<file path="src/spf_pkg.sv">
// shared types, codes and crc helper for the servo ping frame engine
// no dependencies; imported by every module of the block
`default_nettype none

package spf_pkg;

	// input item kinds carried on the slave tuser
	typedef enum logic [1:0] {
		KIND_SEND    = 2'd0,
		KIND_RX      = 2'd1,
		KIND_TIMEOUT = 2'd2
	} in_kind_t;

	// result kinds carried on the master tuser
	typedef enum logic [1:0] {
		RES_TX      = 2'd0,
		RES_REPLY   = 2'd1,
		RES_TIMEOUT = 2'd2
	} res_kind_t;

	// work handed from the front part to the back part
	typedef enum logic [1:0] {
		CMD_PING    = 2'd0,
		CMD_REPLY   = 2'd1,
		CMD_TIMEOUT = 2'd2
	} cmd_kind_t;

	typedef struct packed {
		cmd_kind_t   kind;
		logic [7:0]  id;
		logic [15:0] model;
		logic [7:0]  fw;
		logic        ok;
	} spf_cmd_t;

	// reply length default and fixed capture positions
	localparam int REPLY_LENGTH_DEF = 14;
	localparam logic [3:0] POS_MODEL_LO = 4'd9;
	localparam logic [3:0] POS_MODEL_HI = 4'd10;
	localparam logic [3:0] POS_FW       = 4'd11;

	// ping frame layout
	localparam logic [7:0] HDR_FF     = 8'hFF;
	localparam logic [7:0] HDR_FD     = 8'hFD;
	localparam logic [7:0] BYTE_ZERO  = 8'h00;
	localparam logic [7:0] PING_LEN   = 8'h03;
	localparam logic [7:0] INSTR_PING = 8'h01;
	localparam logic [3:0] FRAME_CRC_LO = 4'd8;
	localparam logic [3:0] FRAME_LAST   = 4'd9;

	localparam logic [15:0] CRC_POLY = 16'h8005;

	// command queue depth between front and back
	localparam int QUEUE_DEPTH = 4;
	localparam int QPTR_W      = $clog2(QUEUE_DEPTH);

	// one byte of crc-16, msb first, init and final xor handled by caller
	function automatic logic [15:0] crc_byte(input logic [15:0] crc, input logic [7:0] b);
		logic [15:0] c;
		c = crc ^ {b, 8'h00};
		for (int k = 0; k < 8; k++) begin
			if (c[15]) begin
				c = {c[14:0], 1'b0} ^ CRC_POLY;
			end else begin
				c = {c[14:0], 1'b0};
			end
		end
		return c;
	endfunction

endpackage

`default_nettype wire

</file>
<file path="src/servo_ping_frame_engine.sv">
// top level of the servo ping frame engine: front, command queue, back
// depends on spf_pkg, spf_front, spf_queue, spf_back
`default_nettype none

// Ping engine for a packet servo bus with CRC-16 (poly 0x8005, init 0).
// A send transaction (tuser 0) yields the 10-byte ping frame, one byte per
// cycle while the output is ready, tlast on the final byte. Received bytes
// (tuser 1) are counted up to REPLY_LENGTH; the last one yields a single
// reply result with model number, firmware and crc_ok. A timeout (tuser 2)
// while waiting yields a timed-out result; bytes and timeouts while idle
// are dropped. The input side takes one transaction per cycle while the
// 4-entry command queue has room; the back end drains it, a ping giving one
// output per frame byte (the frame crc being built byte by byte as it goes
// out) and a reply or timeout a single result, so a stream of received
// bytes runs at one per cycle while the queue has room.
module servo_ping_frame_engine
	import spf_pkg::*;
#(
	parameter int REPLY_LENGTH = REPLY_LENGTH_DEF
) (
	input  wire logic        clk,
	input  wire logic        arst_n,
	input  wire logic        s_axis_tvalid,
	output logic             s_axis_tready,
	input  wire logic [15:0] s_axis_tdata,  // servo_id, rx_byte
	input  wire logic [1:0]  s_axis_tuser,  // kind
	output logic             m_axis_tvalid,
	input  wire logic        m_axis_tready,
	output logic [47:0]      m_axis_tdata,  // tx_byte, reply_id, model_number,
	                                        // firmware, crc_ok, zero pad
	output logic [1:0]       m_axis_tuser,  // result_kind
	output logic             m_axis_tlast
);

	logic            q_full;
	logic            q_empty;
	logic            push;
	logic            pop;
	spf_cmd_t        push_cmd;
	spf_cmd_t        head;
	logic [QPTR_W:0] q_count;

	logic [7:0]  tx_byte;
	logic [7:0]  reply_id;
	logic [15:0] model_number;
	logic [7:0]  fw_rev;
	logic        crc_ok;

	spf_front #(
		.REPLY_LENGTH(REPLY_LENGTH)
	) u_front (
		.clk      (clk),
		.arst_n   (arst_n),
		.in_valid (s_axis_tvalid),
		.in_ready (s_axis_tready),
		.in_kind  (s_axis_tuser),
		.in_id    (s_axis_tdata[7:0]),
		.in_rx    (s_axis_tdata[15:8]),
		.q_full   (q_full),
		.push     (push),
		.push_cmd (push_cmd)
	);

	spf_queue u_queue (
		.clk      (clk),
		.arst_n   (arst_n),
		.push     (push),
		.push_cmd (push_cmd),
		.pop      (pop),
		.head     (head),
		.empty    (q_empty),
		.full     (q_full),
		.count    (q_count)
	);

	spf_back u_back (
		.clk       (clk),
		.arst_n    (arst_n),
		.head      (head),
		.empty     (q_empty),
		.pop       (pop),
		.out_valid (m_axis_tvalid),
		.out_ready (m_axis_tready),
		.out_kind  (m_axis_tuser),
		.out_last  (m_axis_tlast),
		.out_tx    (tx_byte),
		.out_id    (reply_id),
		.out_model (model_number),
		.out_fw    (fw_rev),
		.out_ok    (crc_ok)
	);

	// result packing
	assign m_axis_tdata = {7'd0, crc_ok, fw_rev, model_number, reply_id, tx_byte};

	// a send transaction always leaves work in the queue
	a_send_queued: assert property (@(posedge clk) disable iff (!arst_n)
		s_axis_tvalid && s_axis_tready && (s_axis_tuser == KIND_SEND)
		|=> (q_count != '0))
		else $error("send transaction did not reach the command queue");

	// end of frame only on transmit bytes, which carry no reply id
	a_last_on_tx: assert property (@(posedge clk) disable iff (!arst_n)
		m_axis_tvalid && m_axis_tlast
		|-> (m_axis_tuser == RES_TX) && (m_axis_tdata[15:8] == 8'd0))
		else $error("tlast on a non-transmit result");

	// reply and timeout results carry no transmit byte
	a_no_tx_byte: assert property (@(posedge clk) disable iff (!arst_n)
		m_axis_tvalid && (m_axis_tuser != RES_TX)
		|-> (m_axis_tdata[7:0] == 8'd0) && !m_axis_tlast)
		else $error("transmit byte set on a reply or timeout result");

	// a full queue holds off the input side
	a_full_stall: assert property (@(posedge clk) disable iff (!arst_n)
		(q_count == (QPTR_W + 1)'(QUEUE_DEPTH)) |-> !s_axis_tready)
		else $error("input accepted with the command queue full");

endmodule

`default_nettype wire

</file>
<file path="src/spf_front.sv">
// front part: accepts items, tracks the reply wait and crc, issues commands
// depends on spf_pkg
`default_nettype none

module spf_front
	import spf_pkg::*;
#(
	parameter int REPLY_LENGTH = REPLY_LENGTH_DEF
) (
	input  wire logic       clk,
	input  wire logic       arst_n,
	input  wire logic       in_valid,
	output logic            in_ready,
	input  wire logic [1:0] in_kind,
	input  wire logic [7:0] in_id,
	input  wire logic [7:0] in_rx,
	input  wire logic       q_full,
	output logic            push,
	output spf_cmd_t        push_cmd
);

	localparam logic [3:0] LAST_POS = 4'(REPLY_LENGTH - 1);
	localparam logic [3:0] CRC_POS  = 4'(REPLY_LENGTH - 2);

	logic        waiting_q;
	logic [3:0]  count_q;
	logic [15:0] crc_q;
	logic [7:0]  id_q;
	logic [7:0]  model_lo_q;
	logic [7:0]  model_hi_q;
	logic [7:0]  fw_q;
	logic [7:0]  crc_lo_q;

	in_kind_t    kind;
	logic        accept;
	logic        rx_final;
	logic [7:0]  model_lo_n;
	logic [7:0]  model_hi_n;
	logic [7:0]  fw_n;

	assign in_ready = !q_full;
	assign accept   = in_valid && in_ready;
	assign kind     = in_kind_t'(in_kind);
	assign rx_final = (count_q == LAST_POS);

	// captured fields including the byte of this transaction
	assign model_lo_n = (count_q == POS_MODEL_LO) ? in_rx : model_lo_q;
	assign model_hi_n = (count_q == POS_MODEL_HI) ? in_rx : model_hi_q;
	assign fw_n       = (count_q == POS_FW) ? in_rx : fw_q;

	// command issue
	always_comb begin
		push          = 1'b0;
		push_cmd      = '0;
		push_cmd.kind = CMD_PING;
		push_cmd.id   = id_q;
		case (kind)
			KIND_SEND: begin
				push        = accept;
				push_cmd.id = in_id;
			end
			KIND_RX: begin
				push           = accept && waiting_q && rx_final;
				push_cmd.kind  = CMD_REPLY;
				push_cmd.model = {model_hi_n, model_lo_n};
				push_cmd.fw    = fw_n;
				push_cmd.ok    = ({in_rx, crc_lo_q} == crc_q);
			end
			KIND_TIMEOUT: begin
				push          = accept && waiting_q;
				push_cmd.kind = CMD_TIMEOUT;
			end
			default: begin
				push = 1'b0;
			end
		endcase
	end

	// wait state, byte count and reply capture
	always_ff @(posedge clk or negedge arst_n) begin
		if (!arst_n) begin
			waiting_q  <= 1'b0;
			count_q    <= '0;
			crc_q      <= '0;
			id_q       <= '0;
			model_lo_q <= '0;
			model_hi_q <= '0;
			fw_q       <= '0;
			crc_lo_q   <= '0;
		end else if (accept) begin
			case (kind)
				KIND_SEND: begin
					waiting_q  <= 1'b1;
					count_q    <= '0;
					crc_q      <= '0;
					id_q       <= in_id;
					model_lo_q <= '0;
					model_hi_q <= '0;
					fw_q       <= '0;
					crc_lo_q   <= '0;
				end
				KIND_RX: begin
					if (waiting_q) begin
						if (count_q < CRC_POS) begin
							crc_q <= crc_byte(crc_q, in_rx);
						end
						if (count_q == CRC_POS) begin
							crc_lo_q <= in_rx;
						end
						model_lo_q <= model_lo_n;
						model_hi_q <= model_hi_n;
						fw_q       <= fw_n;
						if (rx_final) begin
							waiting_q <= 1'b0;
							count_q   <= '0;
						end else begin
							count_q <= count_q + 4'd1;
						end
					end
				end
				KIND_TIMEOUT: begin
					if (waiting_q) begin
						waiting_q <= 1'b0;
						count_q   <= '0;
					end
				end
				default: begin
					waiting_q <= waiting_q;
				end
			endcase
		end
	end

endmodule

`default_nettype wire

</file>
<file path="src/spf_queue.sv">
// command queue between the front and back parts, fill-count fifo
// depends on spf_pkg
`default_nettype none

module spf_queue
	import spf_pkg::*;
(
	input  wire logic      clk,
	input  wire logic      arst_n,
	input  wire logic      push,
	input  spf_cmd_t       push_cmd,
	input  wire logic      pop,
	output spf_cmd_t       head,
	output logic           empty,
	output logic           full,
	output logic [QPTR_W:0] count
);

	spf_cmd_t          mem_q [QUEUE_DEPTH];
	logic [QPTR_W-1:0] wr_ptr_q;
	logic [QPTR_W-1:0] rd_ptr_q;
	logic [QPTR_W:0]   count_q;
	logic              do_push;
	logic              do_pop;

	assign empty   = (count_q == '0);
	assign full    = (count_q == (QPTR_W + 1)'(QUEUE_DEPTH));
	assign count   = count_q;
	assign head    = mem_q[rd_ptr_q];
	assign do_push = push && !full;
	assign do_pop  = pop && !empty;

	// storage
	always_ff @(posedge clk) begin
		if (do_push) begin
			mem_q[wr_ptr_q] <= push_cmd;
		end
	end

	// pointers and fill count
	always_ff @(posedge clk or negedge arst_n) begin
		if (!arst_n) begin
			wr_ptr_q <= '0;
			rd_ptr_q <= '0;
			count_q  <= '0;
		end else begin
			if (do_push) begin
				wr_ptr_q <= wr_ptr_q + QPTR_W'(1);
			end
			if (do_pop) begin
				rd_ptr_q <= rd_ptr_q + QPTR_W'(1);
			end
			if (do_push && !do_pop) begin
				count_q <= count_q + (QPTR_W + 1)'(1);
			end else if (do_pop && !do_push) begin
				count_q <= count_q - (QPTR_W + 1)'(1);
			end
		end
	end

endmodule

`default_nettype wire

</file>
<file path="src/spf_back.sv">
// back part: expands ping commands into frame bytes, emits reply/timeout results
// depends on spf_pkg
`default_nettype none

module spf_back
	import spf_pkg::*;
(
	input  wire logic        clk,
	input  wire logic        arst_n,
	input  spf_cmd_t         head,
	input  wire logic        empty,
	output logic             pop,
	output logic             out_valid,
	input  wire logic        out_ready,
	output logic [1:0]       out_kind,
	output logic             out_last,
	output logic [7:0]       out_tx,
	output logic [7:0]       out_id,
	output logic [15:0]      out_model,
	output logic [7:0]       out_fw,
	output logic             out_ok
);

	logic        valid_q;
	logic [1:0]  kind_q;
	logic        last_q;
	logic [7:0]  tx_q;
	logic [7:0]  id_q;
	logic [15:0] model_q;
	logic [7:0]  fw_q;
	logic        ok_q;
	logic [3:0]  idx_q;
	logic [15:0] crc_q;

	logic        advance;
	logic        emit;
	logic [7:0]  frame_byte;

	assign advance = !valid_q || out_ready;
	assign emit    = advance && !empty;
	assign pop     = emit && ((head.kind != CMD_PING) || (idx_q == FRAME_LAST));

	// current ping frame byte
	always_comb begin
		case (idx_q)
			4'd0, 4'd1: frame_byte = HDR_FF;
			4'd2:       frame_byte = HDR_FD;
			4'd3:       frame_byte = BYTE_ZERO;
			4'd4:       frame_byte = head.id;
			4'd5:       frame_byte = PING_LEN;
			4'd6:       frame_byte = BYTE_ZERO;
			4'd7:       frame_byte = INSTR_PING;
			4'd8:       frame_byte = crc_q[7:0];
			4'd9:       frame_byte = crc_q[15:8];
			default:    frame_byte = BYTE_ZERO;
		endcase
	end

	// output register and frame sequencer
	always_ff @(posedge clk or negedge arst_n) begin
		if (!arst_n) begin
			valid_q <= 1'b0;
			kind_q  <= RES_TX;
			last_q  <= 1'b0;
			tx_q    <= '0;
			id_q    <= '0;
			model_q <= '0;
			fw_q    <= '0;
			ok_q    <= 1'b0;
			idx_q   <= '0;
			crc_q   <= '0;
		end else if (emit) begin
			valid_q <= 1'b1;
			case (head.kind)
				CMD_PING: begin
					kind_q  <= RES_TX;
					tx_q    <= frame_byte;
					last_q  <= (idx_q == FRAME_LAST);
					id_q    <= '0;
					model_q <= '0;
					fw_q    <= '0;
					ok_q    <= 1'b0;
					if (idx_q < FRAME_CRC_LO) begin
						crc_q <= crc_byte(crc_q, frame_byte);
					end
					if (idx_q == FRAME_LAST) begin
						idx_q <= '0;
						crc_q <= '0;
					end else begin
						idx_q <= idx_q + 4'd1;
					end
				end
				CMD_REPLY: begin
					kind_q  <= RES_REPLY;
					tx_q    <= '0;
					last_q  <= 1'b0;
					id_q    <= head.id;
					model_q <= head.model;
					fw_q    <= head.fw;
					ok_q    <= head.ok;
				end
				default: begin
					kind_q  <= RES_TIMEOUT;
					tx_q    <= '0;
					last_q  <= 1'b0;
					id_q    <= head.id;
					model_q <= '0;
					fw_q    <= '0;
					ok_q    <= 1'b0;
				end
			endcase
		end else if (advance) begin
			valid_q <= 1'b0;
		end
	end

	assign out_valid = valid_q;
	assign out_kind  = kind_q;
	assign out_last  = last_q;
	assign out_tx    = tx_q;
	assign out_id    = id_q;
	assign out_model = model_q;
	assign out_fw    = fw_q;
	assign out_ok    = ok_q;

endmodule

`default_nettype wire

</file>
<file path="config.mk">
export PLATFORM = sky130hd
export DESIGN_NAME = servo_ping_frame_engine
export DESIGN_NICKNAME = d
export VERILOG_FILES = /design/src/spf_pkg.sv /design/src/servo_ping_frame_engine.sv /design/src/spf_front.sv /design/src/spf_queue.sv /design/src/spf_back.sv
export SDC_FILE = /design/constraint.sdc
export NUM_CORES = 1
export LEC_CHECK = 0
export ABC_CLOCK_PERIOD_IN_PS = 4250
export BUFFER_PORTS_ARGS = -buffer_cell sky130_fd_sc_hd__buf_2
export CAP_MARGIN = 25
export CORE_MARGIN = 2
export CORE_UTILIZATION = 35
export DETAILED_ROUTE_END_ITERATION = 7
export SYNTH_ARGS = -nofsm -noshare
export SYNTH_HDL_FRONTEND = slang
export SYNTH_SLANG_ARGS = --single-unit
export TNS_END_PERCENT = 20
</file>
<file path="constraint.sdc">
create_clock -name clk -period 4.25 [get_ports clk]
set_input_delay 0.6375 -clock clk [delete_from_list [all_inputs] [get_ports clk]]
set_output_delay 0.6375 -clock clk [all_outputs]
set_load 0.02 [all_outputs]
</file>
[After elaboration in Yosys (flattened, before gate mapping)]
Memories as Yosys holds them, arrays and structs flattened.
Cells that the tools add are included.
Operators by class
  add/sub/neg operators: 6
  order comparisons: 2
  eq/ne operators: 21
  muxes and demuxes: 108
  bitwise logic cells: 18
  reduce and logical (&&, ||, !) cells: 34
Operator list (count)
  two-way mux 16 bit: 70
  two-way mux 8 bit: 12
  one-hot mux 8 bit (2 select lines): 4
  one-hot mux 8 bit (7 select lines): 1
  inverter 3 bit: 16
  one-hot mux 16 bit (2 select lines): 1
  XOR 16 bit: 2
  equality test 4 bit (second input constant): 7
  two-way mux 25 bit: 1
  equality test 16 bit: 1
  two-way mux 4 bit: 4
  equality test 4 x 3 -> 1 bit (second input constant): 3
  one-hot mux 4 bit (3 select lines): 1
  AND reduction 4 bit: 3
  nonzero test 2 bit: 5
  logical AND 1 bit: 9
  adder 4 x 1 -> 4 bit (second input constant): 2
  less-than comparator 4 bit (second input constant): 2
  two-way mux 1 bit: 8
  inequality test 2 x 1 -> 1 bit (second input constant): 4
  one-hot mux 2 bit (2 select lines): 2
  two-way mux 3 bit: 2
  one-hot mux 1 bit (3 select lines): 2
  AND reduction 3 bit: 2
  16 further kinds: 25
Storage, ports and cells
  register bits: 133
  bits in writable memories: 140
  input bits: 22
  output and inout port bits: 53
  logic and storage cells: 211
  memories: 1
Memory list
  u_queue.mem_q: words 4, bits a word 35, read ports 1, clocked after memory_dff 0, wr ports 1, line spf_queue.sv:19  | spf_cmd_t mem_q [QUEUE_DEPTH];

[Depth between registers and ports, before layout]
  word-level depth: 48
  depth in mapped cells: 13
  mapped depth without buffers: 10

[By module]
A second synthesis with hierarchy kept.
Unflattened totals
  cells, all modules: 873
  area total of the unflattened synthesis: 12124.1 sq um
By module, submodules not included
  spf_queue: times used 1, cells an instance 219, area an instance 5535.3 sq um
  spf_front: times used 1, cells an instance 344, area an instance 3339.5 sq um
  spf_back: times used 1, cells an instance 301, area an instance 3185.6 sq um
  servo_ping_frame_engine: times used 1, cells an instance 9, area an instance 63.8 sq um

[Least setup slack after synthesis]
Ideal clock, no wire load.
  path type: register to register
  start point: register u_queue.rd_ptr_q[0]
  end point: register u_queue.count_q[2], in the netlist u_queue.count[2]
  arrival: 3.121 ns
  required time: 4.171 ns
  setup slack: 1.050 ns
  cell stages (with the launch flop): 14
  path buffers: 3
  cell sequence: dfrtp_1 > buf_6 > buf_2 > mux4_2 > clkbuf_1 > nor2_2 > inv_1 > o21ai_0 > ha_1 > inv_1 > fa_1 > xor2_1 > nor2_1 > xor2_1
Between the ends
  longest elaborated chain between the ends: 8
  elaborated cells between the ends (all ways): 10
Ends and longest elaborated chain
  start, declared: line spf_queue.sv:21  | logic [QPTR_W-1:0] rd_ptr_q;
  start signal, assigned: line spf_queue.sv:51  | rd_ptr_q <= rd_ptr_q + QPTR_W'(1);
  memory read (4 x 35 bit) (*)
  nonzero test 2 bit (*): line spf_back.sv:41  | assign pop = emit && ((head.kind != CMD_PING) || (idx_q == FRAME_LAST));
  logical OR 1 bit (*): line spf_back.sv:41
  logical AND 1 bit (*): line spf_back.sv:41
  logical AND 1 bit (*): line spf_queue.sv:31  | assign do_pop = pop && !empty;
  logical NOT 1 bit: line spf_queue.sv:53  | if (do_push && !do_pop) begin
  logical AND 1 bit: line spf_queue.sv:53
  two-way mux 3 bit / nonzero test 2 bit (equally long branches)
  end signal, assigned: line spf_queue.sv:54  | count_q <= count_q + (QPTR_W + 1)'(1);
  end signal, assigned: line spf_queue.sv:56  | count_q <= count_q - (QPTR_W + 1)'(1);
  end, declared: line spf_queue.sv:22  | logic [QPTR_W:0] count_q;
Mark *: on every way between the ends. The rest lies on a longest branch, timed or not.
A chain may end at the register's enable or synchronous reset.

[Worst setup path in the final report]
Ends and elaborated chain as after synthesis.

==> out/results.ini <==
[cts]
clock-root-buffer = clkbuf_16
insertion_delay_ps = 540
cts_setup_buffers = 0
cts_htree_levels = 1
cts_sinks = 273
cts_buffer_depth = 3
cts_tree = yes
cts_resized = 0
cts_hold_buf = 0
cts_made_buffers = 28
clk_pin_slew_ps = 60

[worst_setup_path]
cp_data_arrival_time_ps = 3990
reg2reg_to = u_queue.count[2]
endpoint_kind = flip-flop
required_ps = 4710
setup.worst_path.start = u_queue.rd_ptr_q[0]
r2r_slack_ps = 720
slowest_stage = mux4_2
crit_type = flip-flop to flip-flop
endpoint = u_queue.count[2]
max_stage_delay_ps = 610
crit_chain = mux4_2 > nor2_2 > inv_1 > o21ai_0 > ha_1 > inv_1 > fa_1 > xor2_1 > nor2_1 > xor2_1
crit-reg2reg-launch = u_queue.rd_ptr_q[0]
crit_path_max_fanout = 13
reg2regPathDepth = 10
start_kind = flip-flop

[synth]
syn_area_um2 = 11700
synthSimpleGateAreaFrac_pct = 6.60
synth.area.mux_share_pct = 11.7
synth_adder_area_share_pct = 0.811
synth_area_leaders = edfxtp_1 36%, dfrtp_1 28%, mux4_2 5.8%
synthMostInstantiatedCell = edfxtp_1
netlist.area_leader.share_pct = 35.8
ys_ff_latch = 273
yosysTopAreaCell = edfxtp_1
ys_seq_area_share_pct = 64.2
synth_cell_types = 62
synth_top_family_by_area = multiplexers
synth_edf_count = 140
synth-xor-area-share_pct = 4.82
synth_warnings = 0
synthFlopType = edfxtp_1
syn_inst = 819
ys_async_sr_fraction_pct = 48.7
synthTopCellsByCount = 140 x edfxtp_1, 133 x dfrtp_1, 126 x nand2_1
syn_avg_cell_area_um2 = 14.3
synth_compound_area_share_pct = 9.53

[final_layout]
area_growth_syn_to_layout_pct = 14.9
final.fill_count = 3090
final_area_um2 = 13500
final_nets = 922
drive_gt1_share_pct = 23.6
fin_util_pct = 40.5

[route]
ant_nets = 0
wl_per_cell_um = 18.3
route.vias.total = 6869
viasPerCell = 5.03
firstDrtPassIters = 5
drt-total-wl_um = 25000
drt_iter0_markers = 340
drc = 0

[global_routing]
gr-usage-all-layers_pct = 14.4
grt_pass1_vias = 7004
top_usage_layer = met2
grt_max_degree = 89
met1_usage_pct = 20.1
antenna_found_initial = 3
grt.met2_usage_pct = 23.3
overflow = 0
grt_pass1_wl_um = 40500
grt_use_met3_pct = 2.53

[power]
pwr_density_cell_nw_per_um2 = 715
p_total_mw = 9.63
vdd_drop_max_uv = 404
p_leak_nw = 5.22

[placement]
hpwl_um = 16400
post-place-ws_ps = 750
port_buffers = 67
dpl_cell_area_um2 = 12600
gp_congestion = 0.804

[die]
start_util_pct = 35.2
core_area_um2 = 33300
num_rows = 67
die_w_um = 187
pin_count = 75
die_area_um2 = 35000
die_y_um = 187

[sta]
period_share_pct = 83.1
fin_crit_ps = 3530
clock_skew_ps = 9.87
finalSetupViolCount = 0
fmax_mhz = 283
rsz0062_at_grt = false
finalSetupTns_ps = 0
setup_slack_ps = 718
worst_pin_slew_ps = 890
relSlewSlack_pct = 40.6
final_hold_viol_count = 0
slew_viol_final = 0

[run]
drv_cap = 0

[status]
outcome = finished clean

[hold_path]
hold_path.class = input port to asynchronous set/reset pin

sequential cells by signal (all words and copies together) (netlist names), 3 cells and up:
| register | flops |
|---|---|
| u_back.crc_q | 16 |
| u_back.idx_q | 4 |
| u_back.out_fw | 8 |
| u_back.out_id | 8 |
| u_back.out_model | 16 |
| u_back.out_tx | 8 |
| u_front.count_q | 4 |
| u_front.crc_lo_q | 8 |
| u_front.crc_q | 16 |
| u_front.fw_q | 8 |
| u_front.id_q | 8 |
| u_front.model_hi_q | 8 |
| u_front.model_lo_q | 8 |
| u_queue.count | 3 |
| u_queue.mem_q | 140 |
power breakdown:
| part | switching, mW | internal [mW] |
|---|---|---|
| Combinational | 1.85 | 1.69 |
| Clock | 0.982 | 1.36 |
| Sequential | 0.437 | 3.31 |
cells by family (layout without fill, tap and decap cells):
| kind of cell | after synthesis | in the layout |
|---|---|---|
| AOI/OAI and AO/OA | 159 | 159 |
| other | 1 | 9 |
| xor gates and xnor gates | 57 | 57 |
| DFF | 273 | 273 |
| and+or+nand+nor | 177 | 177 |
| adders and majority gates | 7 | 7 |
| muxes | 86 | 86 |
| buffers and inverters | 59 | 149 |
critical path: cells and delay by family (launching register included):
kind | cells | cell delay [ps]
adder cells (fa/ha/maj) | 2 | 690
AO/OA/AOI/OAI | 1 | 570
AND/OR/NAND/NOR | 2 | 450
multiplexers | 1 | 610
buffers and inverters | 2 | 260
XOR/XNOR | 2 | 300
flip-flops | 1 | 590
layout by cell type, fill, tap and decap left out, types with 3 or more instances in the layout:
cell / n
nand4_1: 5
a22o_1: 19
xnor2_1: 35
o21ai_1: 3
nand2_1: 126
conb_1: 7
nor2b_1: 5
clkbuf_16: 29
xor2_1: 17
nand3_1: 6
dfrtp_1: 132
mux4_2: 30
o21ai_0: 44
mux2_2: 47
a32o_1: 25
clkinv_1: 6
a21oi_1: 37
edfxtp_1: 140
clkbuf_1: 7
mux4_1: 4
clkbuf_8: 3
nor3_1: 3
clkinv_2: 7
buf_2: 66
nor2_1: 13
buf_4: 17
inv_1: 10
o21bai_1: 3
ha_1: 6
o31ai_1: 6
mux2i_1: 3
and2_1: 7
per-stage QoR:
| step | instances | hold slack, ps |
|---|---|---|
| after floorplan | 825 | 342 |
| after global placement | 1308 | 464 |
| after detailed placement | 1310 | 471 |
| after CTS | 1362 | 217 |
| after global routing | 1363 | 241 |
| final | 1365 | 176 |
worst min-delay path by stage:
stage / from / to / slack, ps / cells past startpoint
floorplan: arst_n / u_back.crc_q[0] / 340 / 0
global placement: u_back.out_kind[1] / u_back.out_kind[1] / 460 / 2
detailed placement: u_back.out_kind[1] / u_back.out_kind[1] / 470 / 2
CTS: arst_n / u_front.id_q[3] / 220 / 1
global route: arst_n / u_front.id_q[5] / 240 / 1
finish: arst_n / u_front.id_q[5] / 180 / 1
per-layer routing:
| layer | share of wire, % | up-vias |
|---|---|---|
| met5 | 0.052 | - |
| met4 | 2.1 | 2 |
| met3 | 4.5 | 34 |
| met2 | 47 | 129 |
| met1 | 46 | 3517 |
| li1 | - | 3187 |
layout make-up:
type / count / area, um^2 / share of cell area, %
Inverter: 12 / 45.0 / 0.334
Multi-Input combinational cell: 493 / 3970 / 29.4
Tap cell: 448 / 561 / 4.16
Clock buffer: 39 / 793 / 5.89
Sequential cell: 273 / 7530 / 55.9
Clock inverter: 13 / 88.8 / 0.659
Antenna cell: 2 / 5.00 / 0.0371
Timing Repair Buffer: 85 / 484 / 3.59
Power figures use the tool's default switching activity.
